File: config.mk
export PLATFORM = sky130hd
export DESIGN_NAME = rc_command_deadband_and_arming_top
export DESIGN_NICKNAME = d
export VERILOG_FILES = /design/src/hdl/rccda_pkg.sv /design/src/hdl/rccda_axis_lane.sv /design/src/hdl/rccda_arm_ctrl.sv /design/src/hdl/rc_command_deadband_and_arming_top.sv
export SDC_FILE = /design/constraint.sdc
export NUM_CORES = 2
export LEC_CHECK = 0
export BUFFER_PORTS_ARGS = -buffer_cell sky130_fd_sc_hd__buf_2
export CAP_MARGIN = 10
export CORE_MARGIN = 5
export CORE_UTILIZATION = 30
export DETAILED_ROUTE_END_ITERATION = 8
export PLACE_DENSITY = 0.51
export SETUP_SLACK_MARGIN = 0.2
export SYNTH_ARGS = -nofsm -noshare
export SYNTH_HDL_FRONTEND = slang
export SYNTH_SLANG_ARGS = --single-unit
File: constraint.sdc
create_clock -name clk -period 13.9 [get_ports clk]
set_input_delay 2.085 -clock clk [delete_from_list [all_inputs] [get_ports clk]]
set_output_delay 2.085 -clock clk [all_outputs]
set_load 0.01 [all_outputs]
File: src/hdl/rccda_pkg.sv
package rccda_pkg;

    localparam int RAW_W      = 11;
    localparam int AXIS_W     = 15;
    localparam int STORE_W    = 12;
    localparam int DB_W       = 10;
    localparam int GAIN_W     = 10;
    localparam int CHK_W      = 12;
    localparam int CFG_IDX_W  = 3;
    localparam int CFG_DATA_W = 12;
    localparam int N_AXES     = 3;
    // working width of one axis value before shaping
    localparam int X_W        = 17;
    localparam int MAG_W      = 15;
    localparam int PROD_W     = MAG_W + GAIN_W;
    localparam int FRAC_W     = 8;
    localparam int Q_W        = PROD_W - FRAC_W;

    localparam int MID_POINT_DEF = 3000;
    localparam int RAW_BITS_DEF  = 11;

    localparam logic [DB_W-1:0]   DB_RESET      = DB_W'(40);
    localparam logic [GAIN_W-1:0] GAIN_RESET    = GAIN_W'(256);
    localparam logic [CHK_W-1:0]  MIN_CHK_RESET = CHK_W'(2200);
    localparam logic [CHK_W-1:0]  MAX_CHK_RESET = CHK_W'(3800);
    localparam logic [CHK_W-1:0]  MIN_THR_RESET = CHK_W'(2200);

    localparam logic signed [AXIS_W-1:0] AXIS_MAX = {1'b0, {(AXIS_W-1){1'b1}}};
    localparam logic signed [AXIS_W-1:0] AXIS_MIN = {1'b1, {(AXIS_W-1){1'b0}}};

    typedef enum logic [CFG_IDX_W-1:0] {
        CFG_DEADBAND  = 3'd0,
        CFG_GAIN      = 3'd1,
        CFG_MIN_CHECK = 3'd2,
        CFG_MAX_CHECK = 3'd3,
        CFG_MIN_THR   = 3'd4
    } cfg_idx_t;

    typedef struct packed {
        logic [DB_W-1:0]   deadband;
        logic [GAIN_W-1:0] gain;
        logic [CHK_W-1:0]  min_check;
        logic [CHK_W-1:0]  max_check;
        logic [CHK_W-1:0]  min_thr;
    } cfg_t;

    typedef struct packed {
        logic armed;
        logic flight;
        logic hold;
        logic clear_pid;
        logic bias;
        logic att_clear;
    } arm_status_t;

    // keep only the low bits of a raw channel
    function automatic logic [RAW_W-1:0] mask_raw(input logic [RAW_W-1:0] v, input int bits);
        logic [RAW_W-1:0] m;
        for (int i = 0; i < RAW_W; i++)
        begin
            m[i] = (i < bits) ? v[i] : 1'b0;
        end
        return m;
    endfunction

endpackage

File: src/hdl/rccda_axis_lane.sv
module rccda_axis_lane
    import rccda_pkg::*;
#(
    parameter int MID_POINT = MID_POINT_DEF,
    parameter int RAW_BITS  = RAW_BITS_DEF
)
(
    input  logic                     link_active,
    input  logic [RAW_W-1:0]         raw,
    input  logic signed [AXIS_W-1:0] stored,
    input  logic [DB_W-1:0]          deadband,
    input  logic [GAIN_W-1:0]        gain,
    output logic signed [AXIS_W-1:0] cmd,
    output logic                     in_db
);

    logic [RAW_W-1:0]        raw_m;
    logic signed [X_W-1:0]   dbl;
    logic signed [X_W-1:0]   x;
    logic signed [X_W-1:0]   db_s;
    logic signed [X_W-1:0]   mag_full;
    logic [MAG_W-1:0]        mag;
    logic [PROD_W-1:0]       prod;
    logic [Q_W-1:0]          q;
    logic                    pos;

    localparam logic [Q_W-1:0] Q_POS_LIM = Q_W'(2 ** (AXIS_W - 1) - 1);
    localparam logic [Q_W-1:0] Q_NEG_LIM = Q_W'(2 ** (AXIS_W - 1));

    always_comb
    begin
        raw_m = mask_raw(raw, RAW_BITS);
        dbl   = $signed(X_W'({raw_m, 1'b0}));
        // inactive link reshapes the already conditioned value
        x     = link_active ? (dbl - X_W'(MID_POINT)) : X_W'(stored);
        db_s  = $signed(X_W'(deadband));
        in_db = (x <= db_s) && (x >= -db_s);
        pos   = (x > 0);
        mag_full = pos ? (x - db_s) : (-x - db_s);
        mag   = mag_full[MAG_W-1:0];
        prod  = PROD_W'(mag) * PROD_W'(gain);
        q     = prod[PROD_W-1:FRAC_W];
        if (in_db)
        begin
            cmd = '0;
        end
        else if (pos)
        begin
            cmd = (q > Q_POS_LIM) ? AXIS_MAX : $signed(q[AXIS_W-1:0]);
        end
        else
        begin
            cmd = (q > Q_NEG_LIM) ? AXIS_MIN : $signed(AXIS_W'(0) - q[AXIS_W-1:0]);
        end
    end

endmodule

File: src/hdl/rccda_arm_ctrl.sv
module rccda_arm_ctrl
    import rccda_pkg::*;
#(
    parameter int MID_POINT = MID_POINT_DEF
)
(
    input  cfg_t                     cfg,
    input  logic signed [AXIS_W-1:0] cmd [N_AXES],
    input  logic [STORE_W-1:0]       throttle,
    input  logic [STORE_W-1:0]       arm_sw,
    input  logic [STORE_W-1:0]       mode_sw,
    input  logic                     armed,
    input  logic                     flight,
    output arm_status_t              status
);

    localparam logic [STORE_W-1:0] MID_S = STORE_W'(MID_POINT);

    logic signed [X_W-1:0] lo;
    logic signed [X_W-1:0] hi;
    logic                  arm_low;
    logic                  arm_high;
    logic                  arm_now;
    logic                  armed_new;

    always_comb
    begin
        lo = $signed(X_W'(cfg.min_check)) - X_W'(MID_POINT);
        hi = $signed(X_W'(cfg.max_check)) - X_W'(MID_POINT);
        arm_low  = (arm_sw < MID_S);
        arm_high = (arm_sw > MID_S);
        arm_now  = arm_high && (throttle < cfg.min_check) && !armed;
        armed_new = arm_now ? 1'b1 : (arm_low ? 1'b0 : armed);

        status.armed     = armed_new;
        status.clear_pid = arm_low || arm_now;
        // stick gesture: yaw low, roll high, pitch low while switch is off
        status.bias      = arm_low && (X_W'(cmd[2]) < lo) && (X_W'(cmd[0]) > hi)
                           && (X_W'(cmd[1]) < lo);
        status.hold      = !(armed_new && (throttle > cfg.min_thr));
        status.flight    = flight;
        status.att_clear = 1'b0;
        if ((mode_sw > MID_S) && !flight && !armed_new)
        begin
            status.flight    = 1'b1;
            status.att_clear = 1'b1;
        end
        else if ((mode_sw <= MID_S) && flight && !armed_new)
        begin
            status.flight = 1'b0;
        end
    end

endmodule

File: src/hdl/rc_command_deadband_and_arming_top.sv
// rc command conditioning with deadband, slope and arm/disarm logic
//
// input channel (in_valid/in_ready) carries one receiver frame per item:
// link flag and six raw channels. output channel (out_valid/out_ready)
// returns one conditioned item per input item, in order.
// cfg channel (cfg_valid/cfg_ready) writes the five tuning registers by
// index; it is always ready and should only be used while the block is idle.
//
// an accepted item is registered and shown on the output in the next cycle.
// one item is accepted per cycle while results are taken; the three axis lanes and
// the arming logic settle in a single pass, the per-lane multiplier sets the path.
// the output register frees as it is taken, so a new item is accepted in
// the same cycle that the previous result leaves.
// when the receiver stalls, the held result stays put and in_ready drops.
// reset restores the register defaults, clears the stored commands,
// sets all detent flags, disarms and selects flight mode.
module rc_command_deadband_and_arming_top
    import rccda_pkg::*;
#(
    parameter int MID_POINT = MID_POINT_DEF,
    parameter int RAW_BITS  = RAW_BITS_DEF
)
(
    input  logic                     clk,
    input  logic                     rst_n,
    input  logic                     cfg_valid,
    output logic                     cfg_ready,
    input  logic [CFG_IDX_W-1:0]     cfg_index,
    input  logic [CFG_DATA_W-1:0]    cfg_data,
    input  logic                     in_valid,
    output logic                     in_ready,
    input  logic                     link_active,
    input  logic [RAW_W-1:0]         roll_raw,
    input  logic [RAW_W-1:0]         pitch_raw,
    input  logic [RAW_W-1:0]         yaw_raw,
    input  logic [RAW_W-1:0]         throttle_raw,
    input  logic [RAW_W-1:0]         arm_switch_raw,
    input  logic [RAW_W-1:0]         mode_switch_raw,
    output logic                     out_valid,
    input  logic                     out_ready,
    output logic signed [AXIS_W-1:0] roll_cmd,
    output logic signed [AXIS_W-1:0] pitch_cmd,
    output logic signed [AXIS_W-1:0] yaw_cmd,
    output logic [STORE_W-1:0]       throttle_cmd,
    output logic [N_AXES-1:0]        detent_flags,
    output logic [N_AXES-1:0]        prior_detent_flags,
    output logic                     is_armed,
    output logic                     hold_pid_reset,
    output logic                     in_flight_mode,
    output logic                     clear_pid_pulse,
    output logic                     bias_request,
    output logic                     attitude_pid_clear
);

    cfg_t                     cfg_reg;
    logic signed [AXIS_W-1:0] axis_reg [N_AXES];
    logic signed [AXIS_W-1:0] axis_next [N_AXES];
    logic [RAW_W-1:0]         raw_arr [N_AXES];
    logic [N_AXES-1:0]        db_next;
    logic [STORE_W-1:0]       throttle_store_reg;
    logic [STORE_W-1:0]       arm_store_reg;
    logic [STORE_W-1:0]       mode_store_reg;
    logic [STORE_W-1:0]       throttle_store_next;
    logic [STORE_W-1:0]       arm_store_next;
    logic [STORE_W-1:0]       mode_store_next;
    logic [N_AXES-1:0]        detent_reg;
    logic                     armed_reg;
    logic                     flight_reg;
    arm_status_t              status;
    logic                     accept;

    // output stage
    logic                     out_valid_reg;
    logic signed [AXIS_W-1:0] roll_reg;
    logic signed [AXIS_W-1:0] pitch_reg;
    logic signed [AXIS_W-1:0] yaw_reg;
    logic [STORE_W-1:0]       throttle_reg;
    logic [N_AXES-1:0]        det_out_reg;
    logic [N_AXES-1:0]        prior_out_reg;
    arm_status_t              status_reg;

    assign cfg_ready = 1'b1;
    assign in_ready  = !out_valid_reg || out_ready;
    assign accept    = in_valid && in_ready;

    assign raw_arr[0] = roll_raw;
    assign raw_arr[1] = pitch_raw;
    assign raw_arr[2] = yaw_raw;

    genvar g;
    generate
        for (g = 0; g < N_AXES; g++)
        begin : g_lane
            rccda_axis_lane #(
                .MID_POINT (MID_POINT),
                .RAW_BITS  (RAW_BITS)
            ) u_lane (
                .link_active (link_active),
                .raw         (raw_arr[g]),
                .stored      (axis_reg[g]),
                .deadband    (cfg_reg.deadband),
                .gain        (cfg_reg.gain),
                .cmd         (axis_next[g]),
                .in_db       (db_next[g])
            );
        end
    endgenerate

    always_comb
    begin
        if (link_active)
        begin
            throttle_store_next = STORE_W'({mask_raw(throttle_raw, RAW_BITS), 1'b0});
            arm_store_next      = STORE_W'({mask_raw(arm_switch_raw, RAW_BITS), 1'b0});
            mode_store_next     = STORE_W'({mask_raw(mode_switch_raw, RAW_BITS), 1'b0});
        end
        else
        begin
            throttle_store_next = throttle_store_reg;
            arm_store_next      = arm_store_reg;
            mode_store_next     = mode_store_reg;
        end
    end

    rccda_arm_ctrl #(
        .MID_POINT (MID_POINT)
    ) u_arm (
        .cfg      (cfg_reg),
        .cmd      (axis_next),
        .throttle (throttle_store_next),
        .arm_sw   (arm_store_next),
        .mode_sw  (mode_store_next),
        .armed    (armed_reg),
        .flight   (flight_reg),
        .status   (status)
    );

    always_ff @(posedge clk or negedge rst_n)
    begin
        if (!rst_n)
        begin
            cfg_reg.deadband  <= DB_RESET;
            cfg_reg.gain      <= GAIN_RESET;
            cfg_reg.min_check <= MIN_CHK_RESET;
            cfg_reg.max_check <= MAX_CHK_RESET;
            cfg_reg.min_thr   <= MIN_THR_RESET;
        end
        else if (cfg_valid && cfg_ready)
        begin
            case (cfg_idx_t'(cfg_index))
                CFG_DEADBAND:  cfg_reg.deadband  <= cfg_data[DB_W-1:0];
                CFG_GAIN:      cfg_reg.gain      <= cfg_data[GAIN_W-1:0];
                CFG_MIN_CHECK: cfg_reg.min_check <= cfg_data[CHK_W-1:0];
                CFG_MAX_CHECK: cfg_reg.max_check <= cfg_data[CHK_W-1:0];
                CFG_MIN_THR:   cfg_reg.min_thr   <= cfg_data[CHK_W-1:0];
                default:       ;
            endcase
        end
    end

    always_ff @(posedge clk or negedge rst_n)
    begin
        if (!rst_n)
        begin
            for (int i = 0; i < N_AXES; i++)
            begin
                axis_reg[i] <= '0;
            end
            throttle_store_reg <= '0;
            arm_store_reg      <= '0;
            mode_store_reg     <= '0;
            detent_reg         <= '1;
            armed_reg          <= 1'b0;
            flight_reg         <= 1'b1;
            out_valid_reg      <= 1'b0;
        end
        else
        begin
            if (accept)
            begin
                for (int i = 0; i < N_AXES; i++)
                begin
                    axis_reg[i] <= axis_next[i];
                end
                throttle_store_reg <= throttle_store_next;
                arm_store_reg      <= arm_store_next;
                mode_store_reg     <= mode_store_next;
                detent_reg         <= db_next;
                armed_reg          <= status.armed;
                flight_reg         <= status.flight;
                out_valid_reg      <= 1'b1;
            end
            else if (out_ready)
            begin
                out_valid_reg <= 1'b0;
            end
        end
    end

    always_ff @(posedge clk)
    begin
        if (accept)
        begin
            roll_reg      <= axis_next[0];
            pitch_reg     <= axis_next[1];
            yaw_reg       <= axis_next[2];
            throttle_reg  <= throttle_store_next;
            det_out_reg   <= db_next;
            prior_out_reg <= detent_reg;
            status_reg    <= status;
        end
    end

    assign out_valid          = out_valid_reg;
    assign roll_cmd           = roll_reg;
    assign pitch_cmd          = pitch_reg;
    assign yaw_cmd            = yaw_reg;
    assign throttle_cmd       = throttle_reg;
    assign detent_flags       = det_out_reg;
    assign prior_detent_flags = prior_out_reg;
    assign is_armed           = status_reg.armed;
    assign hold_pid_reset     = status_reg.hold;
    assign in_flight_mode     = status_reg.flight;
    assign clear_pid_pulse    = status_reg.clear_pid;
    assign bias_request       = status_reg.bias;
    assign attitude_pid_clear = status_reg.att_clear;

    // an axis inside its deadband always reports zero
    a_detent_zero: assert property (@(posedge clk) disable iff (!rst_n)
        out_valid && detent_flags[0] |-> roll_cmd == '0)
        else $error("roll in deadband but command not zero");

    // the gyro-bias gesture is only seen on a disarming frame
    a_bias_disarmed: assert property (@(posedge clk) disable iff (!rst_n)
        out_valid && bias_request |-> !is_armed && clear_pid_pulse)
        else $error("bias request while armed");

    // a rover-to-flight switch lands in flight mode, disarmed
    a_att_clear: assert property (@(posedge clk) disable iff (!rst_n)
        out_valid && attitude_pid_clear |-> in_flight_mode && !is_armed)
        else $error("attitude clear without flight mode");

    // while disarmed the pid reset stays asserted
    a_hold_disarmed: assert property (@(posedge clk) disable iff (!rst_n)
        out_valid && !is_armed |-> hold_pid_reset)
        else $error("pid reset released while disarmed");

    // an accepted item is on the output in the next cycle
    a_accept_latency: assert property (@(posedge clk) disable iff (!rst_n)
        in_valid && in_ready |=> out_valid)
        else $error("accepted item not presented");

    // prior flags follow the detent flags of the item before
    a_prior_chain: assert property (@(posedge clk) disable iff (!rst_n)
        (out_valid && out_ready && !(in_valid && in_ready)) ##1 (in_valid && in_ready) |=>
        prior_detent_flags == $past(detent_flags, 2))
        else $error("prior detent flags out of step");

endmodule

==> summary.txt <==
Status
  – Status: finished clean

Clock tree
  – H-Tree Depth: 1
  – Clock sink total: 212
  – CTS clock-pin slew for the worst setup and hold paths: 70 ps
  – CTS tree: built
  – Hold_buf cts: 0
  – Num CTS Buffers: 23
  – CTS max path bufs: 3
  – Clock Tree Root: clkbuf_16
  – Worst skew pair latency: 560 ps

Global routing
  – Vias in the first global route: 29,400
  – All-layer global routing usage: 0.179
  – Grt total ovfl: 0
  – Largest net degree at the start of global routing: 76
  – First-pass GRT wire length: 173,000 um
  – Initial antenna violation count: 10

Place
  – Detailed Place HPWL: 89,800 um
  – RePlAce Congestion: about 0.9
  – Port Buffers: 157

Synth
  – Gate count after technology mapping: 3,947
  – FFs w/ async S/R, synth: 0.675
  – Seq/Total Area, Yosys: 0.167
  – Top_reg_cell synth: dfrtp_1
  – Synth unique cells: 94
  – Syn nets: 4,774
  – Yosys reg bits: between 200 and 250
  – Post-Syn Area per Cell: approximately 8.6 um^2
  – Syn. warnings: 0
  – Post-synth EDFFs: 69
  – Cell area after synthesis: 0.0341 mm^2

Timing
  – Setup TNS: 0 ps
  – Final Setup Violations: 0
  – Clk_skew: 29.1 ps
  – Worst Max-Slew Pin Slew: 1100 ps
  – Fmax achieved: just under 80 MHz
  – Final Max Slew Viols: 0
  – Tmin final: ~13,000 ps
  – Slew Limit Headroom: 0.262
  – Tcrit/Tclk final: 0.933
  – Count of final hold-check violations: 0
  – RSZ-0062 raised after global routing: false

Finish
  – Final Util: 0.341
  – Layout cell share with drive strength beyond 1: 0.132
  – Area Overhead vs Synth: 12.7%
  – Fin nets: 4,992
  – Largest register FFs: 56

Job
  – # Max-Cap Violations: 0

Drt
  – DRT iter0 DRCs: 1,907
  – Per-cell routed wire length: 19.3 um
  – # DRC: 0
  – Vias per cell: 5.08
  – Final antenna-violating net count: 0
  – Vias: 28,900
  – Pre-antenna DRT Iters: 5
  – Final wirelength: 110,000 um

Setup path
  – CP required: between 10,000 and 15,000 ps
  – Setup crit end kind: flip-flop
  – Crit path kind: input port to flip-flop
  – Crit path max-delay cell type: or4_1
  – Buf+Inv Stages, Crit Path: 7
  – Startpoint Class: input port
  – Family with the most delay on the worst path: adder cells
  – Maximum fanout along the worst path: 21
  – CP arrival: approximately 13,000 ps
  – Worst path max stage delay: 570 ps

Floorplan
  – Die Ht: 347 um
  – # IOs: roughly 160
  – Number of cell rows: 123
  – Full die area: 0.120 mm^2
  – Starting Density: 0.302
  – Core Area: 0.113 mm^2
  – Die Wd: about 350 um

Min path
  – Hold crit path type: flip-flop to flip-flop
-- cells in the final DEF (no fill, tap or decap), types with 11 or more instances in the layout --
cell type / n
nand2_1: 409
nand4b_1: 13
xor2_1: 29
nand3_1: 61
a21o_1: 76
edfxtp_1: 69
o211ai_1: 25
dfstp_2: 22
a31o_2: 15
nor3_1: 63
nand4_1: 45
a211oi_1: 28
nor2_1: 192
and4_1: 11
buf_2: 155
xnor2_1: 103
nor4_1: 17
o21ai_1: 24
dfrtp_1: 121
ha_1: 431
o21a_1: 37
mux2i_1: 35
nand2b_1: 54
nor2b_1: 56
a31oi_1: 40
mux2_2: 86
o21ai_0: 156
o31ai_1: 24
inv_1: 493
a21oi_1: 216
and2_1: 226
o21bai_1: 40
fa_1: 309
clkbuf_16: 26
buf_4: 179
and3_1: 27
or3_1: 31
-- metrics by stage --
stage	setup WS [ps]	hold WS (ps)	instances	cell area [um^2]
floorplan	210	437	3947	34100
global placement	-53.1	447	5635	37500
detailed placement	-13.1	452	5635	37500
CTS	528	459	5677	38300
global route	229	477	5686	38400
finish	932	458	5687	38400
-- worst reg2reg max path: cells and delay by family, from the launching register on --
family / cells / cell delay, ps
AND/OR/NAND/NOR: 9 / 2160
buffers and inverters: 4 / 490
AO/OA/AOI/OAI: 20 / 3740
XOR/XNOR: 1 / 110
flip-flops: 1 / 560
adder cells (fa/ha/maj): 10 / 4160
-- synthesized netlist by cell type, drive strengths merged, types with 76 or more instances --
library cell  count  area, um^2
o21ai           182         911
a21oi           219        1100
a21o             76         571
fa              309        6190
and2            227        1420
nor2            195         732
ha              431        5390
nand2           411        1540
inv             498        1870
xnor2           103         902
mux2             86         968
clkbuf          123         462
dfrtp           121        3030
-- final timing paths --
kind                               startpoint                 to  slack [ps]  depth (start not counted)
worst max-delay path              link_active       bias_request         930                         48
worst min-delay path            detent_reg[1]      detent_reg[1]         460                          2
worst max register to register    cfg_reg[46]       bias_request        2370                         44
worst min register to register  detent_reg[1]      detent_reg[1]         460                          2
max in group asynchronous               rst_n       axis_reg[32]       10890                          2
min in group asynchronous               rst_n  mode_store_reg[3]        1560                          1
-- cell families after synthesis --
family / synth area share
multiplexers: 0.0390
AND/OR/NAND/NOR: 0.192
adder cells (fa/ha/maj): 0.340
XOR/XNOR: 0.0339
buffers and inverters: 0.0719
other: 0.000110
AO/OA/AOI/OAI: 0.156
flip-flops: 0.167
-- per-layer routing --
metal	track usage	up-vias	part of all wire
met1	0.251	14100	0.47
met5	0	-	0.00014
li1	-	13900	-
met3	0.0204	140	0.046
met4	0.0596	2	0.036
met2	0.288	671	0.45
-- area by class of cell --
cell class | instances | area, um^2
clock inverters | 9 | 73.8
repair buffers | 336 | 2140
fillers | 12000 | 74300
well taps | 1500 | 1880
clock buffers | 33 | 687
multi-input cells | 3094 | 26000
diodes | 5 | 12.5
flip-flops and latches | 212 | 5680
inverters | 498 | 1870
-- what timing repair did --
action,in CTS,in global routing
resized for setup,0,20
setup endpoints to repair,0,1
setup buffers,0,5
Power is not shown: default switching activity piles up to over one toggle a cycle in this logic, so the estimate is an artifact.
